[src/hw/rtl/block_decomposed_range_min_core_macros.svh]
// Assertion macros shared by the range minimum core.
`ifndef BLOCK_DECOMPOSED_RANGE_MIN_CORE_MACROS_SVH
`define BLOCK_DECOMPOSED_RANGE_MIN_CORE_MACROS_SVH
`ifndef SYNTHESIS
`define BDRM_ASSERT_IMPLY(label, clk, rst, a, b) \
   label: assert property (@(posedge clk) disable iff (rst) (a) |-> (b)) \
      else $error("same-cycle implication failed");
`define BDRM_ASSERT_NEXT(label, clk, rst, a, b) \
   label: assert property (@(posedge clk) disable iff (rst) (a) |=> (b)) \
      else $error("next-cycle implication failed");
`else
`define BDRM_ASSERT_IMPLY(label, clk, rst, a, b)
`define BDRM_ASSERT_NEXT(label, clk, rst, a, b)
`endif
`endif

[src/hw/rtl/bdrm_pkg.sv]
`timescale 1ns / 1ps
`default_nettype none
package bdrm_pkg;
   localparam int IDX_W     = 10;
   localparam int CFG_W     = 11;
   localparam int VAL_W     = 32;
   localparam int OP_W      = 2;
   localparam int CSR_IDX_W = 1;
   localparam int DIV_CNT_W = $clog2(IDX_W + 1);
   localparam logic signed [VAL_W-1:0] INT_MAX = 32'sh7FFF_FFFF;

   typedef enum logic [OP_W-1:0] {
      OP_LOAD   = 2'd0,
      OP_UPDATE = 2'd1,
      OP_QUERY  = 2'd2,
      OP_NONE   = 2'd3
   } op_type;

   localparam logic [CSR_IDX_W-1:0] CSR_BLOCK_SIZE    = 1'b0;
   localparam logic [CSR_IDX_W-1:0] CSR_ELEMENT_COUNT = 1'b1;

   typedef struct packed {
      logic capture;
      logic elem_wr;
      logic div_init;
      logic div_step;
      logic load_rd;
      logic load_wr;
      logic upd_setup;
      logic qry_setup;
      logic walk;
      logic upd_wr;
      logic rsp_load;
   } cmd_type;

   typedef struct packed {
      op_type op;
      logic   in_range;
      logic   blk_ok;
      logic   walk_done;
      logic   rsp_free;
   } status_type;
endpackage
`default_nettype wire

[src/hw/rtl/bdrm_ctrl.sv]
`timescale 1ns / 1ps
`default_nettype none
module bdrm_ctrl (
   input  wire                 clock,
   input  wire                 reset,
   input  wire                 req_tvalid,
   output logic                req_tready,
   input  bdrm_pkg::status_type status,
   output bdrm_pkg::cmd_type    cmd
);
   import bdrm_pkg::*;

   typedef enum logic [9:0] {
      ST_IDLE   = 10'b00_0000_0001,
      ST_DIV    = 10'b00_0000_0010,
      ST_QSETUP = 10'b00_0000_0100,
      ST_USETUP = 10'b00_0000_1000,
      ST_WALK   = 10'b00_0001_0000,
      ST_DRAIN  = 10'b00_0010_0000,
      ST_UWR    = 10'b00_0100_0000,
      ST_RESP   = 10'b00_1000_0000,
      ST_LRD    = 10'b01_0000_0000,
      ST_LWR    = 10'b10_0000_0000
   } state_type;

   state_type              state_ff, state_in;
   logic [DIV_CNT_W-1:0]   cnt_ff, cnt_in;
   logic                   last_div;
   logic                   is_write_op;

   assign req_tready  = (state_ff == ST_IDLE);
   assign last_div    = (cnt_ff == DIV_CNT_W'(IDX_W - 1));
   assign is_write_op = (status.op == OP_LOAD) || (status.op == OP_UPDATE);

   // sequence one transaction through divide, then load write-back or setup, walk and finish
   always_comb begin
      state_in = state_ff;
      cnt_in   = cnt_ff;
      cmd      = '0;
      unique case (state_ff)
         ST_IDLE: begin
            cmd.capture  = req_tvalid;
            cmd.div_init = req_tvalid;
            cnt_in       = '0;
            if (req_tvalid) state_in = ST_DIV;
         end
         ST_DIV: begin
            cmd.div_step = 1'b1;
            cmd.elem_wr  = (cnt_ff == '0) && is_write_op && status.in_range;
            cnt_in       = cnt_ff + 1'b1;
            if (last_div) begin
               if (status.op == OP_QUERY) begin
                  state_in = ST_QSETUP;
               end else if (is_write_op && status.in_range && status.blk_ok) begin
                  state_in = (status.op == OP_LOAD) ? ST_LRD : ST_USETUP;
               end else begin
                  state_in = ST_IDLE;
               end
            end
         end
         ST_QSETUP: begin
            cmd.qry_setup = 1'b1;
            state_in      = ST_WALK;
         end
         ST_USETUP: begin
            cmd.upd_setup = 1'b1;
            state_in      = ST_WALK;
         end
         ST_WALK: begin
            cmd.walk = 1'b1;
            if (status.walk_done) state_in = ST_DRAIN;
         end
         ST_DRAIN: begin
            state_in = (status.op == OP_QUERY) ? ST_RESP : ST_UWR;
         end
         ST_UWR: begin
            cmd.upd_wr = 1'b1;
            state_in   = ST_IDLE;
         end
         ST_RESP: begin
            cmd.rsp_load = status.rsp_free;
            if (status.rsp_free) state_in = ST_IDLE;
         end
         ST_LRD: begin
            cmd.load_rd = 1'b1;
            state_in    = ST_LWR;
         end
         ST_LWR: begin
            cmd.load_wr = 1'b1;
            state_in    = ST_IDLE;
         end
         default: state_in = ST_IDLE;
      endcase
   end

   always_ff @(posedge clock) begin
      if (reset) begin
         state_ff <= ST_IDLE;
         cnt_ff   <= '0;
      end else begin
         state_ff <= state_in;
         cnt_ff   <= cnt_in;
      end
   end
endmodule
`default_nettype wire

[config.mk]
export PLATFORM = sky130hd
export DESIGN_NAME = bdrm_ctrl
export DESIGN_NICKNAME = d
export VERILOG_FILES = /design/src/hw/rtl/block_decomposed_range_min_core_macros.svh /design/src/hw/rtl/bdrm_pkg.sv /design/src/hw/rtl/bdrm_ctrl.sv
export SDC_FILE = /design/constraint.sdc
export NUM_CORES = 1
export LEC_CHECK = 0
export ABC_CLOCK_PERIOD_IN_PS = 1600
export BUFFER_PORTS_ARGS = -buffer_cell sky130_fd_sc_hd__buf_2
export CORE_ASPECT_RATIO = 0.6
export CORE_MARGIN = 2
export CORE_UTILIZATION = 26
export CTS_CLUSTER_SIZE = 30
export DETAILED_ROUTE_END_ITERATION = 6
export PLACE_DENSITY = 0.55
export SLEW_MARGIN = 25
export SYNTH_ARGS = -nofsm -noshare
export SYNTH_HDL_FRONTEND = slang
export SYNTH_SLANG_ARGS = --single-unit
export TNS_END_PERCENT = 30
[constraint.sdc]
create_clock -name clock -period 1.6 [get_ports clock]
set_clock_uncertainty 0.05 [all_clocks]
set_input_delay 0.08 -clock clock [delete_from_list [all_inputs] [get_ports clock]]
set_output_delay 0.08 -clock clock [all_outputs]
set_load 0.02 [all_outputs]
# Word-level counts from Yosys, hierarchy flattened
# Index checks and enable logic that the tools add are counted.
# totals
reg_bits	14
elab_cells	50
# classes
add_sub_neg	1
n_eq_ne	17
mux	20
reduce_logical	10
# op_table
operator	count
$pmux W10 S7	1
$mux W10	5
$mux W9	2
$eq A10 B1 Y1 const B	1
$eq A10 B10 Y1 const B	1
$eq A10 B2 Y1 const B	1
$eq A10 B3 Y1 const B	1
$eq A10 B4 Y1 const B	1
$eq A10 B5 Y1 const B	1
$eq A10 B6 Y1 const B	1
$eq A10 B7 Y1 const B	1
$eq A10 B8 Y1 const B	1
$eq A10 B9 Y1 const B	1
$mux W1	10
$mux W8	1
$ne A2 B2 Y1 const B	4
$pmux W4 S2	1
$add A4 B1 Y4 const B	1
$eq A4 B4 Y1 const B	1
$logic_and A1 B1 Y1	4
$logic_not A4 Y1	1
$reduce_and A4 Y1	1
$eq A2 B1 Y1 const B	1
$eq A2 B2 Y1 const B	1
other kinds (4)	4

# Depth between registers and ports, before layout
# Gate-level depths: netlist of run 1.
# logic_depth
depth_word	8
ltp_mapped	7

# Worst setup path after synthesis of run 1
# No wires, ideal clock.
# synth_timing
path_kind	reg-to-output
start	register state_ff[2]
end	output port cmd[10] (netlist name)
t_arrival_ns	2.066
slack_ns	-0.596
stages_incl_launch_ff	7
cell_sequence	dfxtp_1 -> buf_6 -> nor4_4 -> nand2_1 -> nor3_1 -> and2_1 -> buf_4
# synth_rtl
element	line_no	text
from (decl)	bdrm_ctrl.sv:26	state_type state_ff, state_in;
from (signal assigned)	bdrm_ctrl.sv:101	state_ff <= state_in;
to (decl)	bdrm_ctrl.sv:9	output bdrm_pkg::cmd_type cmd

==> metrics.yaml, run 1 <==
outcome:
  run_status: "finished, violations left"
  violations: "setup timing"
drt:
  routedWlPerCell_um: 14.4
  drt-vias-per-instance: 4.95
  number_of_drc_markers_in_iteration_0: 53
  route.vias.total: 1174
  first_pass_iters: 4
  number_of_nets_still_failing_antenna_checks_after_routing: 0
  remaining_drc_errors: 0
  finalWirelength_mm: 3.41
logic_synthesis:
  register_area_share_after_synthesis_pct: 29.1
  yosysUniqueCellTypes: 37
  async_reset_ff_share_pct: 0
  synth.net_count: 138
  largest_area_contributor_in_the_netlist: "dfxtp_1"
  synth.top_cell.area_share_pct: 29.1
  synthMostInstantiatedCell: "dfxtp_1"
  synth.cells.most_frequent: "dfxtp_1, nand2_1, nor2_1"
  ys_dominant_reg_cell: "dfxtp_1"
  post_synth_inst_count: 126
  ys_seq_elements: 14
  post_synth_design_cell_area_um2: 965
  yosysWarningCount: 0
  post_synth_main_area_contributors: "dfxtp_1, a21oi_1, nor4_4"
  syn_avg_cell_area_um2: 7.66
  number_of_synthesized_flops_with_an_enable_pin: 0
global_route:
  grt_util_all_layers_pct: 16.8
  globalRoute.totalOverflow: 0
  pin_count_of_the_biggest_net_entering_global_routing: 13
  vias_in_the_first_global_route: 1132
  initial_antenna_violation_count: 0
  grt_first_pass_wirelength_mm: 5.31
hold_path:
  hold_depth: 3
  hp-class: "in -> reg"
  hold_path_startpoint: "status[1]"
  hold_end: "state_ff[4]"
sta:
  grt_setup_unrepaired: "true"
  drv_slew: 0
  fin_setup_tns_ns: -3.68
  count_of_endpoints_failing_hold_in_the_final_timing_report: 0
  finalSetupViolations: 24
  finalCritPeriodShare_pct: 118
  fin_hold_ws_ns: 0.0931
  timing.fmax_ghz: 0.528
  timing_worst_slew_pin_value_ns: 0.457
  postLayoutSetupSlackWorst_ns: -0.293
  max-slew-margin-rel_pct: 69.4
  final.min_clock_period_ns: 1.89
clock_network:
  cts_made_buffers: 3
  ctsRootBufferMaster: "clkbuf_8"
  cts_sinks: 14
  post_cts_clock_slew_at_the_launch_and_capture_registers_of_the_worst_setup_and_hold_paths_ns: 0.06
  cts_max_level: 1
  post_cts_hold_buffer_count: 0
  clock_tree_from_tritoncts: "yes"
  clock_latency_ns: 0.25
  cts_max_path_buffers: 2
worst_setup_path:
  critical_path_arrival_ns: 1.76
  rr_endpoint: "state_ff[0]"
  reg2reg_from: "state_ff[5]"
  critical_path.max_fanout: 3
  required_ns: 1.47
  crit_path_start_kind: "flop"
  r2r_setup_slack_ns: -0.23
  crit_type: "reg -> out"
  critical_path.endpoint_type: "output port"
  r2r.worst_path.cells: 5
job:
  cap_violations: 0
die:
  start_util_pct: 26.7
  pin_count: 21
  placementRows: 17
  chipHeight_um: 51.2
  core-area_um2: 3620
  fp.dieW_um: 82.6
  dieArea_um2: 4230
power_and_ir_drop:
  powerDensity_nw_per_um2: 1000
  worst_ir_drop_vdd_mv: 0.598
  cellLeakagePower_nw: 0.760
  power_mw: 1.79
cells_and_area:
  nNetsFinal: 203
  post_route_cells_drive_above_1_share_pct: 58.9
  area_growth_pct: 85.5
  antenna_cells_inserted: 0
placement:
  buffer_ports.inserted: 20
  dp_hpwl_mm: 2.39
  place_congestion: 0.833
-- worst max-delay path: stages (launching register included) --
cell	delay [ns]
dfxtp_2	0.32
or4_4	0.57
nor3_4	0.17
buf_4	0.14
buf_6	0.09
nand2_4	0.05
inv_2	0.07
buf_6	0.11
-- worst max path at each step --
stage	depth (start not counted)	slack, ns	end	startpoint
CTS	5	-0.32	cmd[4]	state_ff[9]
finish	7	-0.29	cmd[2]	state_ff[9]
detailed placement	6	-0.21	state_ff[0]	state_ff[2]
global placement	6	-0.21	state_ff[0]	state_ff[2]
global route	5	-0.34	cmd[3]	state_ff[9]
floorplan	6	-0.17	cmd[10]	state_ff[3]
-- per-layer routing --
metal,vias to the layer above,share of wire (%),track usage (%),wire length [µm]
met1,544,51,24.5,1730
met2,40,43,25.1,1470
met3,2,5.4,4.06,184
met4,0,0.62,3.28,21
li1,588,-,-,-
met5,-,0,0,0
-- report_power, final --
group	total [mW]	switching, mW	internal, mW
sequential	0.403	0.0320	0.371
clock	0.350	0.131	0.218
combinational	1.04	0.508	0.531
total	1.79	0.671	1.12
-- area by class of cell --
type | instances | area, µm²
multi-input cells | 97 | 820
fillers | 348 | 1830
flip-flops and latches | 14 | 293
well taps | 47 | 58.8
inverters | 7 | 26.3
repair buffers | 68 | 537
clock buffers | 4 | 55.1
-- timing repair --
item	4_1_cts	5_1_grt
resized for setup	47	17
cloned	0	0
setup endpoints to repair	25	26
pin swaps	15	5
setup buffers	9	6
-- kinds of logic (layout without fill, tap and decap cells) --
kind of cell	Yosys count	in the layout	synth area share (%)
AOI/OAI and AO/OA	25	25	16.1
buffers and inverters	15	79	7.26
xor gates and xnor gates	2	2	1.82
adders and majority gates	3	3	3.89
and+or+nand+nor	67	67	41.9
DFF	14	14	29.1
-- stage by stage --
step | std cells | utilization [%] | setup slack [ns] | cell area (µm²)
after CTS | 231 | 46.2 | -0.316 | 1670
after detailed placement | 218 | 38.0 | -0.210 | 1380
after floorplan | 126 | - | -0.172 | 1020
after global placement | 218 | 38.0 | -0.210 | 1380
after global routing | 237 | 49.5 | -0.344 | 1790
final | 237 | 49.5 | -0.293 | 1790
-- registers in the layout, indices dropped and copies added, names as in the netlist --
signal / count
state_ff: 10
cnt_ff: 4
-- layout by cell type (no fill, tap or decap), drive strengths merged, types with 2 or more instances in the layout --
cell / synthesis / routed
buf: 4 / 68
dfxtp: 14 / 14
nand2: 11 / 11
nor2: 10 / 10
a21oi: 9 / 9
nor4: 8 / 8
inv: 7 / 7
nor3: 7 / 7
o21ai: 6 / 6
and2: 5 / 5
nor2b: 4 / 4
clkbuf: 4 / 4
nor3b: 4 / 4
and3: 4 / 4
nand3: 4 / 4
nand4: 3 / 3
ha: 3 / 3
nand2b: 2 / 2
o211ai: 2 / 2
nor4b: 2 / 2
a22oi: 2 / 2
(Power assumes the default switching activity.)
==> run 2, diff against run 1 <==
--- a/config.mk
+++ b/config.mk
@@ -7,12 +7,11 @@
 export LEC_CHECK = 0
 export ABC_CLOCK_PERIOD_IN_PS = 1600
 export BUFFER_PORTS_ARGS = -buffer_cell sky130_fd_sc_hd__buf_2
-export CORE_ASPECT_RATIO = 0.6
 export CORE_MARGIN = 2
-export CORE_UTILIZATION = 26
+export CORE_UTILIZATION = 45
 export CTS_CLUSTER_SIZE = 30
 export DETAILED_ROUTE_END_ITERATION = 6
-export PLACE_DENSITY = 0.55
+export PLACE_DENSITY = 0.8
 export SLEW_MARGIN = 25
 export SYNTH_ARGS = -nofsm -noshare
 export SYNTH_HDL_FRONTEND = slang
==> metrics.yaml, run 2 (same netlist as run 1, synthesis figures left out) <==
global_route:
  globalRoute.totalOverflow: 0  # unchanged
  pin_count_of_the_biggest_net_entering_global_routing: 13  # unchanged
  grt_util_all_layers_pct: 28.4  # was 16.8%
  initial_antenna_violation_count: 0  # unchanged
  grt_first_pass_wirelength_mm: 5.47  # was 5.31 mm
  vias_in_the_first_global_route: 1208  # was 1,132
worst_setup_path:
  crit_type: "reg -> out"  # unchanged
  crit_path_start_kind: "flop"  # unchanged
  required_ns: 1.47  # about the same
  reg2reg_from: "state_ff[4]"  # was state_ff[5]
  critical_path_arrival_ns: 1.79  # was 1.76 ns
  r2r.worst_path.cells: 6  # was 5
  critical_path.endpoint_type: "output port"  # unchanged
  rr_endpoint: "state_ff[0]"  # unchanged
  r2r_setup_slack_ns: -0.20  # was -0.23 ns
  critical_path.max_fanout: 3  # unchanged
sta:
  count_of_endpoints_failing_hold_in_the_final_timing_report: 0  # unchanged
  grt_setup_unrepaired: "true"  # unchanged
  drv_slew: 0  # unchanged
  finalCritPeriodShare_pct: 120  # was 118%
  final.min_clock_period_ns: 1.92  # was 1.89 ns
  max-slew-margin-rel_pct: 70.4  # was 69.4%
  timing.fmax_ghz: 0.520  # was 0.528 GHz
  postLayoutSetupSlackWorst_ns: -0.323  # was -0.293 ns
  finalSetupViolations: 26  # was 24
  timing_worst_slew_pin_value_ns: 0.442  # was 0.457 ns
drt:
  drt-vias-per-instance: 5.79  # was 4.95
  remaining_drc_errors: 0  # unchanged
  number_of_drc_markers_in_iteration_0: 38  # was 53
  route.vias.total: 1211  # was 1,174
  routedWlPerCell_um: 16.9  # was 14.4 µm
  finalWirelength_mm: 3.53  # was 3.41 mm
  number_of_nets_still_failing_antenna_checks_after_routing: 0  # unchanged
  first_pass_iters: 4  # unchanged
power_and_ir_drop:
  cellLeakagePower_nw: 0.698  # was 0.760 nW
  powerDensity_nw_per_um2: 893  # was 1000 nW/µm²
  worst_ir_drop_vdd_mv: 0.834  # was 0.598 mV
  power_mw: 1.50  # was 1.79 mW
die:
  placementRows: 16  # was 17
  fp.dieW_um: 50.3  # was 82.6 µm
  start_util_pct: 48.2  # was 26.7%
  dieArea_um2: 2530  # was 4230 µm²
  pin_count: 21  # unchanged
  core-area_um2: 2000  # was 3620 µm²
  chipHeight_um: 50.3  # was 51.2 µm
cells_and_area:
  post_route_cells_drive_above_1_share_pct: 56.6  # was 58.9%
  final_common_cell: "buf_4"  # unchanged
  area_growth_pct: 74.3  # was 85.5%
  largest-register: "state_ff"  # unchanged
  layout.cells.non_filler: 209  # was 237
  highest_count_cells_in_the_layout_ignoring_fill_and_taps: "buf_4, buf_6, nor2_1, buf_2"  # was buf_4, buf_6, buf_2, nor2_1, dfxtp_1
  reg_top3: "state_ff (10), cnt_ff (4)"  # unchanged
  antenna_cells_inserted: 0  # unchanged
  nNetsFinal: 196  # was 203
  largest_register_ffs: 10  # unchanged
  fillCellCount: 121  # was 348
hold_path:
  hp-class: "in -> reg"  # unchanged
  hold_path_startpoint: "status[1]"  # unchanged
  hold_depth: 3  # unchanged
  hold_end: "state_ff[4]"  # unchanged
clock_network:
  post_cts_hold_buffer_count: 0  # unchanged
  cts_sinks: 14  # unchanged
  post_cts_clock_slew_at_the_launch_and_capture_registers_of_the_worst_setup_and_hold_paths_ns: 0.08  # was 0.06 ns
  cts_max_path_buffers: 2  # unchanged
  cts_made_buffers: 3  # unchanged
  clock_latency_ns: 0.28  # was 0.25 ns
  clock_tree_from_tritoncts: "yes"  # unchanged
  ctsRootBufferMaster: "clkbuf_4"  # was clkbuf_8
  cts_max_level: 1  # unchanged
outcome:
  violations: "setup timing"  # unchanged
  run_status: "finished, violations left"  # unchanged
placement:
  dp_hpwl_mm: 2.18  # was 2.39 mm
  place_congestion: 0.895  # was 0.833
  number_of_instances_in_the_placed_design: 194  # was 218
  buffer_ports.inserted: 20  # unchanged
job:
  cap_violations: 0  # unchanged
run 2: cell count changes in the layout (fill, tap and decap cells not counted), sizes merged:
cell    change
buf         -7
clkbuf      -1
run 2: cell type report:
type / instances / area [µm²] / share of cell area [%]
flip-flops and latches: 14 / 294 / 17.5
multi-input cells: 97 / 830 / 49.3
clock buffers: 3 / 22.5 / 1.34
well taps: 27 / 33.8 / 2.01
inverters: 7 / 26.3 / 1.56
repair buffers: 61 / 475 / 28.3
run 2: report_power, final:
| group | leakage, nW | internal [mW] | total, mW | switching (mW) |
|---|---|---|---|---|
| Combinational | 0.567 | 0.422 | 0.877 | 0.455 |
| Sequential | 0.117 | 0.373 | 0.421 | 0.0485 |
| Clock | 0.0138 | 0.0874 | 0.203 | 0.116 |
| Total | 0.698 | 0.882 | 1.50 | 0.619 |
run 2: metal layers:
layer / share of wire, % / up-vias / track usage (%)
met5: 0 / - / 0
met4: 2.5 / 0 / 8.11
met3: 3.1 / 11 / 2.98
met2: 55 / 29 / 53.1
met1: 39 / 592 / 33.8
li1: - / 579 / -
run 2: what timing repair did:
action | in CTS | in global routing
pin swaps | 14 | 4
setup buffers | 10 | 2
cloned | 0 | 0
setup endpoints to repair | 24 | 26
gates resized for setup | 52 | 12
run 2: worst max path at each step:
stage,startpoint,end,depth (start not counted)
after floorplan,state_ff[3],cmd[10],6
after global placement,state_ff[5],state_ff[0],5
after detailed placement,state_ff[4],state_ff[0],5
after CTS,state_ff[6],cmd[3],5
after global routing,state_ff[6],cmd[3],5
final,state_ff[8],cmd[3],5
run 2: worst max-delay path, cell delays in order (launching register included):
cell and delay, ns:
dfxtp_1 0.37, or4_4 0.52, nor3_4 0.18, nand2_2 0.11, nor3b_2 0.17, buf_4 0.16
run 2: through the flow:
step	TNS [ns]	worst slack, ns	hold slack, ns	area (µm²)	utilization, %
after floorplan	-0.976	-0.172	0.135	1020	-
after detailed placement	-1.90	-0.196	0.334	1320	65.9
after CTS	-3.46	-0.351	0.0349	1610	80.2
after global routing	-6.54	-0.382	0.0553	1680	84.0
final	-4.52	-0.323	0.0370	1680	84.0
after global placement	-0.709	-0.121	0.321	1320	65.9
==> run 3, diff against run 2 <==
--- a/config.mk
+++ b/config.mk
@@ -9,6 +9,7 @@
 export BUFFER_PORTS_ARGS = -buffer_cell sky130_fd_sc_hd__buf_2
 export CORE_MARGIN = 2
 export CORE_UTILIZATION = 45
+export CTS_BUF_LIST = sky130_fd_sc_hd__clkbuf_16
 export CTS_CLUSTER_SIZE = 30
 export DETAILED_ROUTE_END_ITERATION = 6
 export PLACE_DENSITY = 0.8
==> metrics.yaml, run 3 (same netlist as run 1, synthesis figures left out) <==
global_route:
  pin_count_of_the_biggest_net_entering_global_routing: 13  # unchanged
  grt_first_pass_wirelength_mm: 5.90  # was 5.47 mm
  globalRoute.totalOverflow: 0  # unchanged
  vias_in_the_first_global_route: 1273  # was 1,208
  grt_util_all_layers_pct: 31.2  # was 28.4%
  initial_antenna_violation_count: 0  # unchanged
cells_and_area:
  final_common_cell: "buf_4"  # unchanged
  post_route_cells_drive_above_1_share_pct: 59.1  # was 56.6%
  multiInputGateArea_um2: 840  # was 830 µm²
  highest_count_cells_in_the_layout_ignoring_fill_and_taps: "buf_4, buf_6, nor2_1, buf_2, dfxtp_1"  # was buf_4, buf_6, nor2_1, buf_2
  largest-register: "state_ff"  # unchanged
  antenna_cells_inserted: 0  # unchanged
  sequential_standard_cell_area_um2: 294  # unchanged
  largest_register_ffs: 10  # unchanged
  fillCellCount: 88  # was 121
  nNetsFinal: 200  # was 196
  reg_top3: "state_ff (10), cnt_ff (4)"  # unchanged
  layout.cells.non_filler: 213  # was 209
  area_growth_pct: 84.7  # was 74.3%
worst_setup_path:
  slowest_stage: "nor4_4"  # was or4_4
  crit_path_start_kind: "flop"  # unchanged
  r2r_setup_slack_ns: -0.33  # was -0.20 ns
  critical_path.max_fanout: 4  # was 3
  critPathBufInv: 2  # was 1
  worstPathCellList: "buf_6, buf_4, nor2_1, nand3_4, nor4_4, nor2_1, a221o_1"  # was or4_4, nor3_4, nand2_2, nor3b_2, buf_4
  critical_path.endpoint_type: "flop"  # was output port
  required_ns: 1.68  # was 1.47 ns
  critical_path_arrival_ns: 2.01  # was 1.79 ns
  critical_path_most_common_cell: "nor2_1"
  timing.critical_path.slowest_cell_delay_ns: 0.42  # was 0.52 ns
  critical_path.top_delay_family: "simple AND/OR/NAND/NOR gates"  # unchanged
  crit_type: "reg -> reg"  # was reg -> out
die:
  chipHeight_um: 50.3  # unchanged
  placementRows: 16  # unchanged
  dieArea_um2: 2530  # unchanged
  pin_count: 21  # unchanged
  fp.dieW_um: 50.3  # unchanged
  core-area_um2: 2000  # unchanged
  start_util_pct: 48.2  # unchanged
drt:
  finalWirelength_mm: 4.38  # was 3.53 mm
  route.vias.total: 1326  # was 1,211
  drt-vias-per-instance: 6.23  # was 5.79
  number_of_drc_markers_in_iteration_0: 66  # was 38
  number_of_nets_still_failing_antenna_checks_after_routing: 0  # unchanged
  first_pass_iters: 4  # unchanged
  routedWlPerCell_um: 20.5  # was 16.9 µm
  remaining_drc_errors: 0  # unchanged
power_and_ir_drop:
  cellLeakagePower_nw: 0.750  # was 0.698 nW
  worst_ir_drop_vdd_mv: 0.903  # was 0.834 mV
  power_mw: 1.85  # was 1.50 mW
  powerDensity_nw_per_um2: 1040  # was 893 nW/µm²
sta:
  postLayoutSetupSlackWorst_ns: -0.332  # was -0.323 ns
  fin_hold_ws_ns: 0.0965  # was 0.0370 ns
  drv_slew: 0  # unchanged
  final.min_clock_period_ns: 1.93  # was 1.92 ns
  count_of_endpoints_failing_hold_in_the_final_timing_report: 0  # unchanged
  timing.fmax_ghz: 0.518  # was 0.520 GHz
  grt_setup_unrepaired: "true"  # unchanged
  finalSetupViolations: 26  # unchanged
  finalCritPeriodShare_pct: 121  # was 120%
  timing_worst_slew_pin_value_ns: 0.363  # was 0.442 ns
  max-slew-margin-rel_pct: 75.6  # was 70.4%
clock_network:
  post_cts_clock_slew_at_the_launch_and_capture_registers_of_the_worst_setup_and_hold_paths_ns: 0.05  # was 0.08 ns
  post_cts_hold_buffer_count: 0  # unchanged
  cts_made_buffers: 3  # unchanged
  cts_sinks: 14  # unchanged
  cts_max_level: 1  # unchanged
  clock_latency_ns: 0.25  # was 0.28 ns
  clock_tree_from_tritoncts: "yes"  # unchanged
  ctsRootBufferMaster: "clkbuf_16"  # was clkbuf_4
  cts_max_path_buffers: 2  # unchanged
outcome:
  run_status: "finished, violations left"  # unchanged
  violations: "setup timing"  # unchanged
job:
  cap_violations: 0  # unchanged
placement:
  dp_slack_ns: -0.196  # unchanged
  dp_hpwl_mm: 2.18  # unchanged
  buffer_ports.inserted: 20  # unchanged
  number_of_instances_in_the_placed_design: 194  # unchanged
  place_congestion: 0.895  # unchanged
hold_path:
  hp-class: "in -> reg"  # unchanged
==> run 3: changes by cell type in the layout (fill, tap and decap cells not counted), moves of 2 or more <==
cell       before  now
buf_4          43   45
buf_6          10   12
nand2_2         2    4
clkbuf_4        3    0
clkbuf_16       0    3
==> run 3: power breakdown <==
group / total, mW / switching, mW / leakage, nW / internal [mW]
clock: 0.488 / 0.159 / 0.0370 / 0.329
combinational: 0.927 / 0.487 / 0.596 / 0.440
sequential: 0.435 / 0.0616 / 0.117 / 0.374
==> run 3: worst min-delay path, delay by kind of cell <==
kind / cells / cell delay [ns]
and+or+nand+nor: 1 / 0.03
buffers and inverters: 1 / 0.11
AOI/OAI and AO/OA: 1 / 0.14
==> run 3: per-stage QoR <==
step | setup TNS, ns | utilization, % | cell area (µm²)
after floorplan | -0.976 | - | 1020
after CTS | -2.80 | 81.4 | 1630
after detailed placement | -1.90 | 65.9 | 1320
after global routing | -6.33 | 89.0 | 1780
final | -4.92 | 89.0 | 1780
after global placement | -0.709 | 65.9 | 1320
==> run 3: layout make-up <==
type	count	share of cell area [%]
timing repair buffer	65	28.8
tap	27	1.90
clock buffer	3	4.21
sequential	14	16.5
inverter	7	1.47
multi-input combinational	97	47.1
==> run 3: path summary, 6_finish.rpt <==
check	startpoint	to	depth (start not counted)
min reg2reg	state_ff[1]	state_ff[1]	2
max reg2reg	state_ff[8]	state_ff[0]	7
max	state_ff[8]	state_ff[0]	7
min	status[1]	state_ff[4]	3
==> run 3: layer usage <==
metal	part of all wire (%)	track usage [%]	vias up	routed length [µm]
li1	-	-	582	-
met1	36	35.8	640	1600
met2	51	54.2	80	2220
met3	8.2	7.14	24	359
met4	4.5	14.9	0	197
met5	0	0	-	0
==> run 3: repair_timing <==
action,CTS,global route
pin swaps,15,15
setup endpoints to repair,24,26
gates resized for setup,46,23
buffers inserted,9,7
